File: src/sv/nmea_rmc_sentence_parser_core_macros.svh
// ----------------------------------------------------------------------------
// nmea rmc parser assertion macros
// shared property wrappers, clocked on clk and disabled in reset
// ----------------------------------------------------------------------------
`ifndef NMEA_RMC_SENTENCE_PARSER_CORE_MACROS_SVH
`define NMEA_RMC_SENTENCE_PARSER_CORE_MACROS_SVH

// combinational or implication property checked at every edge
`define NRSP_ASSERT(lbl, prop, msg) \
    lbl: assert property (@(posedge clk) disable iff (!rst_n) (prop)) else $error(msg);

// condition at one edge implies another at the next edge
`define NRSP_ASSERT_NEXT(lbl, pre, post, msg) \
    lbl: assert property (@(posedge clk) disable iff (!rst_n) (pre) |=> (post)) \
        else $error(msg);

`endif

File: src/sv/nrsp_pkg.sv
// ----------------------------------------------------------------------------
// nmea rmc parser package
// character codes, field positions, register map and speed scaling constants
// ----------------------------------------------------------------------------
package nrsp_pkg;

    localparam logic [7:0] CH_DOLLAR  = 8'h24;
    localparam logic [7:0] CH_NEWLINE = 8'h0A;
    localparam logic [7:0] CH_COMMA   = 8'h2C;
    localparam logic [7:0] CH_POINT   = 8'h2E;
    localparam logic [7:0] CH_A       = 8'h41;
    localparam logic [7:0] CH_ZERO    = 8'h30;
    localparam logic [7:0] CH_NINE    = 8'h39;

    localparam logic [3:0] FLD_TIME   = 4'd1;
    localparam logic [3:0] FLD_STATUS = 4'd2;
    localparam logic [3:0] FLD_LAT    = 4'd3;
    localparam logic [3:0] FLD_LON    = 4'd5;
    localparam logic [3:0] FLD_SPEED  = 4'd7;
    localparam logic [3:0] FLD_COURSE = 4'd8;
    localparam logic [3:0] FLD_DATE   = 4'd9;

    localparam logic [0:0] REG_SPEED_FACTOR = 1'b0;
    localparam logic [15:0] SPEED_FACTOR_RESET = 16'd1825;

    localparam logic [30:0] POS_MAX    = 31'h7FFF_FFFF;
    localparam logic [31:0] COURSE_MAX = 32'd999;

    // divide by 1e6 as a shift by 6 and a reciprocal multiply for 15625
    localparam int unsigned  SPD_PRE_SHIFT = 6;
    localparam int unsigned  SPD_SHIFT     = 44;
    localparam logic [63:0]  SPD_DIV       = 64'd15625;
    localparam logic [63:0]  SPD_RECIP_64  =
        ((64'd1 << SPD_SHIFT) + SPD_DIV - 64'd1) / SPD_DIV;
    localparam logic [30:0]  SPD_RECIP     = SPD_RECIP_64[30:0];
    localparam logic [47:0]  SPD_SAT_LIMIT = 48'd65536 * 48'd1000000;

    typedef struct packed {
        logic        status;
        logic [7:0]  hour;
        logic [7:0]  minute;
        logic [7:0]  second;
        logic [7:0]  day;
        logic [7:0]  month;
        logic [7:0]  year;
        logic [30:0] lat;
        logic [30:0] lon;
        logic [9:0]  course;
    } snap_t;

    function automatic logic [31:0] sat_push(input logic [31:0] a, input logic [3:0] d);
        logic [35:0] t;
        t = ({4'd0, a} << 3) + ({4'd0, a} << 1) + {32'd0, d};
        return (t[35:32] != 4'd0) ? 32'hFFFF_FFFF : t[31:0];
    endfunction

endpackage

File: src/sv/nmea_rmc_sentence_parser_core.sv
// ----------------------------------------------------------------------------
// nmea rmc sentence parser core
// Takes one sentence character per cycle on the slave stream and keeps the
// last committed RMC time, date, position, speed and course. A newline puts
// out one result item with all held values and the void flag in tuser. The
// input accepts an item every cycle but while stalled; a result passes the
// snapshot registers and the output register after its newline, in step
// with the three-stage speed scaling pipeline (32x16 multiply, reciprocal
// multiply for the divide by 1e6, then the speed register). Input stalls only
// while a result is ready behind an output item that is not taken.
// ----------------------------------------------------------------------------
`include "nmea_rmc_sentence_parser_core_macros.svh"

module nmea_rmc_sentence_parser_core (
    input  logic         clk,
    input  logic         rst_n,
    input  logic         s_tvalid,
    output logic         s_tready,
    input  logic [7:0]   s_tdata,   // [7:0] rx_byte
    output logic         m_tvalid,
    input  logic         m_tready,
    output logic [135:0] m_tdata,   // hour_bcd, minute_bcd, second_bcd, day_bcd,
                                    // month_bcd, year_bcd, latitude_digits,
                                    // longitude_digits, speed_value, course_degrees
    output logic [0:0]   m_tuser,   // [0] status
    input  logic         psel,
    input  logic         penable,
    input  logic         pwrite,
    input  logic [2:0]   paddr,
    input  logic [31:0]  pwdata,
    output logic [31:0]  prdata,
    output logic         pready
);

    logic [15:0] speed_factor_reg;

    logic [3:0]  field_number_reg, field_number_next;
    logic [3:0]  char_position_reg, char_position_next;
    logic [31:0] acc_reg, acc_next;
    logic        after_point_reg, after_point_next;
    logic [1:0]  fraction_count_reg, fraction_count_next;
    logic        has_digit_reg, has_digit_next;
    logic        void_seen_reg, void_seen_next;

    logic [7:0]  hour_reg, hour_next;
    logic [7:0]  minute_reg, minute_next;
    logic [7:0]  second_reg, second_next;
    logic [7:0]  day_reg, day_next;
    logic [7:0]  month_reg, month_next;
    logic [7:0]  year_reg, year_next;
    logic [30:0] lat_reg, lat_next;
    logic [30:0] lon_reg, lon_next;
    logic [9:0]  course_reg, course_next;
    logic [15:0] speed_reg;

    logic        spd_h_valid_reg;
    logic [31:0] spd_h_reg;
    logic        spd_p_valid_reg;
    logic [47:0] spd_p_reg;
    logic        spd_q_valid_reg;
    logic        spd_sat_reg;
    logic [60:0] spd_q_reg;

    logic              snap1_valid_reg, snap2_valid_reg, snap3_valid_reg;
    nrsp_pkg::snap_t   snap1_reg, snap2_reg, snap3_reg, snap_now;

    logic              m_valid_reg;
    nrsp_pkg::snap_t   out_snap_reg;
    logic [15:0]       out_speed_reg;

    logic        in_accept;
    logic        out_load;
    logic        adv;
    logic        launch;
    logic        snap_take;
    logic        is_digit;
    logic [3:0]  digit;
    logic [4:0]  bcd_shift;
    logic [38:0] acc_x100;
    logic [31:0] spd_h_in;
    logic [47:0] spd_product;
    logic [60:0] spd_recip_product;
    logic        cfg_write;

    // output register and pipeline advance
    assign out_load  = !m_valid_reg || m_tready;
    assign adv       = out_load || !snap3_valid_reg;
    assign s_tready  = adv;
    assign in_accept = s_tvalid && adv;

    assign is_digit  = (s_tdata >= nrsp_pkg::CH_ZERO) && (s_tdata <= nrsp_pkg::CH_NINE);
    assign digit     = is_digit ? s_tdata[3:0] : 4'd0;
    assign bcd_shift = 5'd20 - {char_position_reg[2:0], 2'b00};

    // pad speed to hundredths
    assign acc_x100 = {7'd0, acc_reg} * 39'd100;
    always_comb
    begin
        if (fraction_count_reg[1])
        begin
            spd_h_in = acc_reg;
        end
        else if (fraction_count_reg[0])
        begin
            spd_h_in = nrsp_pkg::sat_push(acc_reg, 4'd0);
        end
        else
        begin
            spd_h_in = (acc_x100[38:32] != 7'd0) ? 32'hFFFF_FFFF : acc_x100[31:0];
        end
    end

    always_comb
    begin
        field_number_next   = field_number_reg;
        char_position_next  = char_position_reg;
        acc_next            = acc_reg;
        after_point_next    = after_point_reg;
        fraction_count_next = fraction_count_reg;
        has_digit_next      = has_digit_reg;
        void_seen_next      = void_seen_reg;
        hour_next           = hour_reg;
        minute_next         = minute_reg;
        second_next         = second_reg;
        day_next            = day_reg;
        month_next          = month_reg;
        year_next           = year_reg;
        lat_next            = lat_reg;
        lon_next            = lon_reg;
        course_next         = course_reg;
        launch              = 1'b0;
        snap_take           = 1'b0;

        if (in_accept)
        begin
            if (s_tdata == nrsp_pkg::CH_DOLLAR || s_tdata == nrsp_pkg::CH_NEWLINE)
            begin
                snap_take           = (s_tdata == nrsp_pkg::CH_NEWLINE);
                field_number_next   = 4'd0;
                void_seen_next      = 1'b0;
                char_position_next  = 4'd0;
                acc_next            = 32'd0;
                after_point_next    = 1'b0;
                fraction_count_next = 2'd0;
                has_digit_next      = 1'b0;
            end
            else if (s_tdata == nrsp_pkg::CH_COMMA)
            begin
                if (field_number_reg == nrsp_pkg::FLD_TIME)
                begin
                    if (has_digit_reg)
                    begin
                        hour_next   = acc_reg[23:16];
                        minute_next = acc_reg[15:8];
                        second_next = acc_reg[7:0];
                    end
                end
                else if (field_number_reg == nrsp_pkg::FLD_STATUS)
                begin
                    if (char_position_reg == 4'd0 || acc_reg != {24'd0, nrsp_pkg::CH_A})
                    begin
                        void_seen_next = 1'b1;
                    end
                end
                else if (!void_seen_reg && has_digit_reg)
                begin
                    case (field_number_reg)
                        nrsp_pkg::FLD_LAT:
                            lat_next = acc_reg[31] ? nrsp_pkg::POS_MAX : acc_reg[30:0];
                        nrsp_pkg::FLD_LON:
                            lon_next = acc_reg[31] ? nrsp_pkg::POS_MAX : acc_reg[30:0];
                        nrsp_pkg::FLD_SPEED:
                            launch = 1'b1;
                        nrsp_pkg::FLD_COURSE:
                            course_next = (acc_reg > nrsp_pkg::COURSE_MAX) ?
                                          nrsp_pkg::COURSE_MAX[9:0] : acc_reg[9:0];
                        nrsp_pkg::FLD_DATE:
                        begin
                            day_next   = acc_reg[23:16];
                            month_next = acc_reg[15:8];
                            year_next  = acc_reg[7:0];
                        end
                        default:
                        begin
                        end
                    endcase
                end
                if (field_number_reg != 4'hF)
                begin
                    field_number_next = field_number_reg + 4'd1;
                end
                char_position_next  = 4'd0;
                acc_next            = 32'd0;
                after_point_next    = 1'b0;
                fraction_count_next = 2'd0;
                has_digit_next      = 1'b0;
            end
            else
            begin
                case (field_number_reg)
                    nrsp_pkg::FLD_TIME, nrsp_pkg::FLD_DATE:
                    begin
                        if (char_position_reg < 4'd6)
                        begin
                            acc_next = acc_reg | ({28'd0, digit} << bcd_shift);
                            if (is_digit)
                            begin
                                has_digit_next = 1'b1;
                            end
                        end
                    end
                    nrsp_pkg::FLD_STATUS:
                    begin
                        if (char_position_reg == 4'd0)
                        begin
                            acc_next = {24'd0, s_tdata};
                        end
                    end
                    nrsp_pkg::FLD_LAT, nrsp_pkg::FLD_LON:
                    begin
                        if (is_digit)
                        begin
                            acc_next       = nrsp_pkg::sat_push(acc_reg, digit);
                            has_digit_next = 1'b1;
                        end
                    end
                    nrsp_pkg::FLD_SPEED:
                    begin
                        if (s_tdata == nrsp_pkg::CH_POINT)
                        begin
                            after_point_next = 1'b1;
                        end
                        else if (is_digit)
                        begin
                            has_digit_next = 1'b1;
                            if (!after_point_reg)
                            begin
                                acc_next = nrsp_pkg::sat_push(acc_reg, digit);
                            end
                            else if (fraction_count_reg < 2'd2)
                            begin
                                acc_next            = nrsp_pkg::sat_push(acc_reg, digit);
                                fraction_count_next = fraction_count_reg + 2'd1;
                            end
                        end
                    end
                    nrsp_pkg::FLD_COURSE:
                    begin
                        if (s_tdata == nrsp_pkg::CH_POINT)
                        begin
                            after_point_next = 1'b1;
                        end
                        else if (is_digit && !after_point_reg)
                        begin
                            acc_next       = nrsp_pkg::sat_push(acc_reg, digit);
                            has_digit_next = 1'b1;
                        end
                    end
                    default:
                    begin
                    end
                endcase
                if (char_position_reg != 4'hF)
                begin
                    char_position_next = char_position_reg + 4'd1;
                end
            end
        end
    end

    always_ff @(posedge clk or negedge rst_n)
    begin
        if (!rst_n)
        begin
            field_number_reg   <= 4'd0;
            char_position_reg  <= 4'd0;
            acc_reg            <= 32'd0;
            after_point_reg    <= 1'b0;
            fraction_count_reg <= 2'd0;
            has_digit_reg      <= 1'b0;
            void_seen_reg      <= 1'b0;
            hour_reg           <= 8'd0;
            minute_reg         <= 8'd0;
            second_reg         <= 8'd0;
            day_reg            <= 8'd0;
            month_reg          <= 8'd0;
            year_reg           <= 8'd0;
            lat_reg            <= 31'd0;
            lon_reg            <= 31'd0;
            course_reg         <= 10'd0;
        end
        else
        begin
            field_number_reg   <= field_number_next;
            char_position_reg  <= char_position_next;
            acc_reg            <= acc_next;
            after_point_reg    <= after_point_next;
            fraction_count_reg <= fraction_count_next;
            has_digit_reg      <= has_digit_next;
            void_seen_reg      <= void_seen_next;
            hour_reg           <= hour_next;
            minute_reg         <= minute_next;
            second_reg         <= second_next;
            day_reg            <= day_next;
            month_reg          <= month_next;
            year_reg           <= year_next;
            lat_reg            <= lat_next;
            lon_reg            <= lon_next;
            course_reg         <= course_next;
        end
    end

    // speed scaling pipeline
    assign spd_product       = {16'd0, spd_h_reg} * {32'd0, speed_factor_reg};
    assign spd_recip_product = {31'd0, spd_p_reg[nrsp_pkg::SPD_PRE_SHIFT +: 30]} *
                               {30'd0, nrsp_pkg::SPD_RECIP};

    always_ff @(posedge clk or negedge rst_n)
    begin
        if (!rst_n)
        begin
            spd_h_valid_reg <= 1'b0;
            spd_p_valid_reg <= 1'b0;
            spd_q_valid_reg <= 1'b0;
            speed_reg       <= 16'd0;
        end
        else if (adv)
        begin
            spd_h_valid_reg <= launch;
            spd_p_valid_reg <= spd_h_valid_reg;
            spd_q_valid_reg <= spd_p_valid_reg;
            if (spd_q_valid_reg)
            begin
                speed_reg <= spd_sat_reg ? 16'hFFFF :
                             spd_q_reg[nrsp_pkg::SPD_SHIFT +: 16];
            end
        end
    end

    always_ff @(posedge clk)
    begin
        if (adv)
        begin
            if (launch)
            begin
                spd_h_reg <= spd_h_in;
            end
            if (spd_h_valid_reg)
            begin
                spd_p_reg <= spd_product;
            end
            if (spd_p_valid_reg)
            begin
                spd_sat_reg <= (spd_p_reg >= nrsp_pkg::SPD_SAT_LIMIT);
                spd_q_reg   <= spd_recip_product;
            end
        end
    end

    // held values wait beside the speed pipeline
    always_comb
    begin
        snap_now.status = void_seen_reg;
        snap_now.hour   = hour_reg;
        snap_now.minute = minute_reg;
        snap_now.second = second_reg;
        snap_now.day    = day_reg;
        snap_now.month  = month_reg;
        snap_now.year   = year_reg;
        snap_now.lat    = lat_reg;
        snap_now.lon    = lon_reg;
        snap_now.course = course_reg;
    end

    always_ff @(posedge clk or negedge rst_n)
    begin
        if (!rst_n)
        begin
            snap1_valid_reg <= 1'b0;
            snap2_valid_reg <= 1'b0;
            snap3_valid_reg <= 1'b0;
            m_valid_reg     <= 1'b0;
        end
        else
        begin
            if (adv)
            begin
                snap1_valid_reg <= snap_take;
                snap2_valid_reg <= snap1_valid_reg;
                snap3_valid_reg <= snap2_valid_reg;
            end
            if (out_load)
            begin
                m_valid_reg <= snap3_valid_reg;
            end
        end
    end

    always_ff @(posedge clk)
    begin
        if (adv)
        begin
            snap1_reg <= snap_now;
            snap2_reg <= snap1_reg;
            snap3_reg <= snap2_reg;
        end
        if (out_load && snap3_valid_reg)
        begin
            out_snap_reg  <= snap3_reg;
            out_speed_reg <= speed_reg;
        end
    end

    assign m_tvalid = m_valid_reg;
    assign m_tuser  = out_snap_reg.status;
    assign m_tdata  = {out_snap_reg.course, out_speed_reg, out_snap_reg.lon,
                       out_snap_reg.lat, out_snap_reg.year, out_snap_reg.month,
                       out_snap_reg.day, out_snap_reg.second, out_snap_reg.minute,
                       out_snap_reg.hour};

    // configuration port
    assign pready    = 1'b1;
    assign cfg_write = psel && penable && pwrite;

    always_ff @(posedge clk or negedge rst_n)
    begin
        if (!rst_n)
        begin
            speed_factor_reg <= nrsp_pkg::SPEED_FACTOR_RESET;
        end
        else if (cfg_write && paddr[2] == nrsp_pkg::REG_SPEED_FACTOR)
        begin
            speed_factor_reg <= pwdata[15:0];
        end
    end

    assign prdata = (paddr[2] == nrsp_pkg::REG_SPEED_FACTOR) ?
                    {16'd0, speed_factor_reg} : 32'd0;

    // checks
    `NRSP_ASSERT(a_one_speed_in_flight,
        $onehot0({spd_h_valid_reg, spd_p_valid_reg, spd_q_valid_reg}),
        "more than one speed commit in flight")
    `NRSP_ASSERT_NEXT(a_newline_enters_line,
        s_tvalid && s_tready && s_tdata == nrsp_pkg::CH_NEWLINE,
        snap1_valid_reg,
        "accepted newline did not start a result")
    `NRSP_ASSERT(a_stall_only_on_blocked_output,
        !s_tready |-> (m_tvalid && !m_tready),
        "input stalled without a blocked output item")

endmodule
File: config.mk
export PLATFORM = sky130hd
export DESIGN_NAME = nmea_rmc_sentence_parser_core
export DESIGN_NICKNAME = d
export VERILOG_FILES = /design/src/sv/nrsp_pkg.sv /design/src/sv/nmea_rmc_sentence_parser_core.sv
export VERILOG_INCLUDE_DIRS = /design/src /design/src/sv
export SDC_FILE = /design/constraint.sdc
export NUM_CORES = 2
export LEC_CHECK = 0
export ABC_AREA = 1
export BUFFER_PORTS_ARGS = -buffer_cell sky130_fd_sc_hd__buf_4
export CAP_MARGIN = 20
export CORE_ASPECT_RATIO = 1.5
export CORE_MARGIN = 4
export CORE_UTILIZATION = 50
export DETAILED_ROUTE_END_ITERATION = 12
export MAX_ROUTING_LAYER = met4
export PLACE_DENSITY = 0.69
export SLEW_MARGIN = 30
export SYNTH_ARGS = -nofsm -noshare
export SYNTH_HDL_FRONTEND = slang
export SYNTH_SLANG_ARGS = --single-unit
File: constraint.sdc
create_clock -name clk -period 15.02 [get_ports clk]
set_clock_uncertainty 0.05 [all_clocks]
set_input_delay 2.253 -clock clk [delete_from_list [all_inputs] [get_ports clk]]
set_output_delay 2.253 -clock clk [all_outputs]
set_load 0.02 [all_outputs]
# --- Word-level counts from Yosys, hierarchy flattened ---
# Cells that the tools add are included.
op_classes:
  n_eq_ne: 24
  n_mux: 61
  bitwise: 5
  reduce_logical: 52
  add_sub_neg: 6
  shift: 1
  magnitude_cmp: 6
  mul: 3
ops:
  columns: ["op", "n"]
  rows:
  - ["$mux 32", 16]
  - ["$pmux 32 s5", 1]
  - ["$mul 30x31->60 const B", 1]
  - ["$ge 48x36->1 const B", 1]
  - ["$mul 32x16->48", 1]
  - ["$mul 32x5->37 const B", 1]
  - ["$add 35x33->36", 1]
  - ["$add 36x4->36", 1]
  - ["$gt 32x10->1 const B", 1]
  - ["$mux 16", 2]
  - ["$ne 32x7->1 const B", 1]
  - ["$ne 4x4->1 const B", 8]
  - ["$or 32x32->32", 1]
  - ["$shl 4x5->32", 1]
  - ["$mux 31", 1]
  - ["$mux 4", 7]
  - ["$reduce_and 7->1", 4]
  - ["$mux 1", 25]
  - ["$eq 8x6->1 const B", 3]
  - ["$reduce_bool 3->1", 7]
  - ["$mux 2", 7]
  - ["$reduce_bool 7->1", 2]
  - ["$reduce_and 6->1", 2]
  - ["$mux 10", 1]
  - ["other kinds (30)", 62]
word_totals:
  in_bits: 50
  output_inout_bits: 172
  elab_cells: 228
  register_bits: 845

# --- Longest topological paths before layout ---
logic_depth:
  ltp_word: 13
  mapped_depth: 31
  depth_no_buf: 31

# --- Worst setup path before layout ---
# No wires, ideal clock.
synth_path:
  path_type: "input-to-reg"
  start: "input m_tready"
  end: "register spd_p_reg[0], enable pin"
  path_stages: 5
  t_arrival_ns: 14.468
  path_slack_ns: 0.098
  required_time_ns: 14.566
  setup_time_ns: 0.404
  n_path_buf: 1
  path_cell_list: "inv_1 nand3_1 clkbuf_1 nand2_1 inv_1"
synth_via:
  elab_chain_len: 3
synth_lines:
  columns: ["item", "line", "rtl"]
  rows:
  - ["from (decl)", "nmea_rmc_sentence_parser_core.sv:21", "input logic m_tready,"]
  - ["$logic_or 1x1->1", "nmea_rmc_sentence_parser_core.sv:86", "assign out_load = !m_valid_reg || m_tready;"]
  - ["$logic_or 1x1->1", "nmea_rmc_sentence_parser_core.sv:87", "assign adv = out_load || !snap3_valid_reg;"]
  - ["via s_tready", "nmea_rmc_sentence_parser_core.sv:18", "output logic s_tready,"]
  - ["$reduce_and 2->1 (no line)", null, null]
  - ["to (signal assigned)", "nmea_rmc_sentence_parser_core.sv:350", "spd_p_reg <= spd_product;"]
  - ["to (decl)", "nmea_rmc_sentence_parser_core.sv:59", "logic [47:0] spd_p_reg;"]
# The timed path passes the listed nets, and every way through them passes these cells.
# A chain may end at the register's enable or synchronous reset.

# --- Worst setup path after layout ---
layout_path:
  start: "register speed_factor_reg[5]"
  end: "register spd_p_reg[47] (data pin)"
layout_via:
  elab_chain_len: 1
layout_lines:
  columns: ["item", "line", "rtl"]
  rows:
  - ["from (decl)", "nmea_rmc_sentence_parser_core.sv:35", "logic [15:0] speed_factor_reg;"]
  - ["from (signal assigned)", "nmea_rmc_sentence_parser_core.sv:429", "speed_factor_reg <= nrsp_pkg::SPEED_FACTOR_RESET;"]
  - ["from (signal assigned)", "nmea_rmc_sentence_parser_core.sv:433", "speed_factor_reg <= pwdata[15:0];"]
  - ["$mul 32x16->48", "nmea_rmc_sentence_parser_core.sv:314", "assign spd_product = {16'd0, spd_h_reg} * {32'd0, speed_factor_reg};"]
  - ["via spd_product[47]", "nmea_rmc_sentence_parser_core.sv:81", "logic [47:0] spd_product;"]
# The timed path passes the listed nets, and every way through them passes these cells.

==> flow_summary.json <==
{
  "drt_first_pass_iters": 6,
  "cts_buffer_depth": 3,
  "fp-row-count": 163,
  "regToRegEndpoint": "spd_p_reg[47]",
  "cpMostUsedCell": "fa_1",
  "cp.depth": 22,
  "ys_seq_elements": 801,
  "ioPinCount": 222,
  "dp_hpwl_mm": 144,
  "ys_seq_area_frac": 0.349,
  "yosysTopAreaCellShare": 0.271,
  "yosysTopAreaCell": "edfxtp_1",
  "tritoncts": "yes",
  "vias": 46539,
  "endpoint": "spd_p_reg[47]",
  "worstSkewPairLatency_ps": 690,
  "clkSinkCount": 801,
  "fp.dieW_um": 305,
  "synth_flop_cell": "edfxtp_1",
  "grt_remaining_overflow": 0,
  "viasPerCell": 5.31,
  "finalNonFillerCells": 8764,
  "grt_pass1_wl_mm": 277,
  "fin_setup_tns_ps": 0,
  "cts_resized": 0,
  "cts_setup_buffers": 0,
  "routabilityCongestion": 0.997,
  "maxCapViolations": 0,
  "dp_cells": 8623,
  "start_kind": "flop",
  "drcViolationCount": 0,
  "antenna_found_initial": 5,
  "hp-class": "reg2reg",
  "drtIter0Drc": 3411,
  "crit_fanout": 33,
  "grt_pass1_vias": 48902,
  "grt_max_degree": 89,
  "max_freq_mhz": 133,
  "synth.avg_cell_area_um2": 9.61,
  "routedWlPerCell_um": 20.4,
  "dieHeight_um": 453,
  "finalSetupViolCount": 0,
  "ys_warn_count": 0,
  "port_buffers": 186,
  "criticalPathCategory": "reg2reg",
  "design.core.area_mm2": 0.131,
  "status": "finished clean",
  "synth_cell_types": 57,
  "slew_viol_final": 0,
  "arrival_ps": 7890,
  "cts_max_level": 3,
  "synth_edf_count": 597,
  "syn_area_mm2": 0.0661,
  "crit_start": "speed_factor_reg[5]",
  "async_flop_share": 0.255,
  "cp_slowest_cell": "dfstp_2",
  "root_buffer": "clkbuf_16",
  "finalNetCount": 8399,
  "post_dp_cell_area_mm2": 0.0691,
  "worstMarginPinSlew_ps": 974,
  "end_kind": "flop",
  "drive_gt1_frac": 0.0575,
  "drt.antenna.violating_nets": 0,
  "grt_usage": 0.270,
  "area_delta_synth_final_pct": 8.50,
  "report.final.hold_viol_count": 0,
  "r2r_slack_ps": 7490,
  "synth_cells": 6875,
  "die-area_mm2": 0.138,
  "wl_mm": 179,
  "cp_cell_sequence": "nand2_1 -> fa_1 -> inv_1 -> fa_1 -> inv_1 -> fa_1 -> fa_1 -> fa_1 -> fa_1 -> inv_1 -> ha_1 -> a21oi_1 -> inv_1 -> a31oi_1 -> o221ai_1 -> a21oi_1 -> inv_1 -> a21oi_1 -> o21ai_0 -> nand3_1 -> nand2_1 -> xor2_1",
  "rsz0062_at_grt": "no",
  "start_util": 0.503,
  "cpLargestDelayFamily": "adder cells",
  "r2r_start": "speed_factor_reg[5]",
  "max_stage_delay_ps": 1120,
  "r2r_cells": 22,
  "holdBufCountCts": 0,
  "period_share": 0.501,
  "fin_crit_ps": 7530,
  "clk_pin_slew_ps": 60,
  "cp.required_ps": 15380,
  "final_area_mm2": 0.0717,
  "synth.area.top_cells": "edfxtp_1, fa_1, ha_1",
  "cts_buffers": 75,
  "crit_buf_inv": 5,
  "max_slew_margin": 0.351
}
logic make-up (layout without fill, tap and decap cells):
| group | count (synthesis) | in the layout | share of synthesized area |
|---|---|---|---|
| flops | 801 | 801 | 0.349 |
| other cells | 2 | 20 | 0.000114 |
| compound gates | 667 | 667 | 0.0561 |
| fa+ha+maj | 1381 | 1381 | 0.347 |
| xor+xnor | 106 | 106 | 0.0142 |
| simple gates | 2125 | 2125 | 0.130 |
| buf+inv | 1793 | 1932 | 0.103 |
stage by stage:
stage               hold slack (ps)  setup WS (ps)   util
floorplan                       350           97.5      -
global route                    324           7130  0.546
finish                          318           7490  0.546
global placement                351           7610  0.526
detailed placement              355           7600  0.526
CTS                             310           7550  0.546
cells in the final DEF, fill, tap and decap left out, types with 7 or more instances in the layout:
cell / instances
nand4_1: 39
nor2_1: 343
nand3_1: 174
xor2_1: 73
ha_1: 625
a31oi_1: 44
nor3_1: 42
clkbuf_16: 76
o21a_1: 18
nand3_2: 9
o211ai_1: 8
clkbuf_1: 15
o21bai_1: 16
nand2_2: 12
a21oi_1: 236
nor2_4: 7
clkinv_1: 11
dfrtp_1: 199
conb_1: 17
buf_4: 222
clkinv_2: 9
a21boi_0: 9
fa_1: 756
o21ai_0: 274
nor4_1: 14
clkbuf_8: 16
a21o_1: 10
o22ai_1: 9
inv_1: 1556
inv_2: 7
xnor2_1: 32
nand2_1: 1460
nor2_2: 7
edfxtp_1: 597
a221oi_1: 7
how the worst min path moves through the flow:
stage | start | cells after the start | slack (ps) | end
3_3_place_gp | snap3_reg[45] | 0 | 350 | m_tdata[52]
2_1_floorplan | snap3_reg[112] | 0 | 350 | m_tdata[0]
4_1_cts | snap2_reg[9] | 0 | 310 | snap3_reg[9]
6_report | snap2_reg[9] | 0 | 320 | snap3_reg[9]
3_5_place_dp | snap3_reg[33] | 0 | 350 | m_tdata[102]
5_1_grt | snap2_reg[9] | 0 | 320 | snap3_reg[9]
layout make-up:
class,instances,area (um^2)
clock buffers,107,2180
clock inverters,31,400
fillers,11616,59700
repair buffers,224,1690
inverters,1570,5900
well taps,1732,2170
multi-input cells,4296,36300
flip-flops and latches,801,23000
diodes,3,7.51
routing by layer:
metal	track usage	share of wire
met5	-	0
met4	0.149	0.066
met3	0.0314	0.050
met2	0.476	0.52
met1	0.300	0.37
synthesized netlist by cell type, drive strengths merged (7+ instances only):
cell    number
a21boi       9
a21o        10
a21oi      238
a221oi       7
a31oi       44
buf         34
clkbuf     189
dfrtp      199
edfxtp     597
fa         756
ha         625
inv       1564
nand2     1473
nand3      184
nand4       39
nor2       357
nor3        43
nor4        15
o211ai       8
o21a        18
o21ai      275
o21bai      16
o22ai        9
xnor2       32
xor2        74
Power is not shown: default switching activity piles up to over one toggle a cycle in this logic, so the estimate is an artifact.
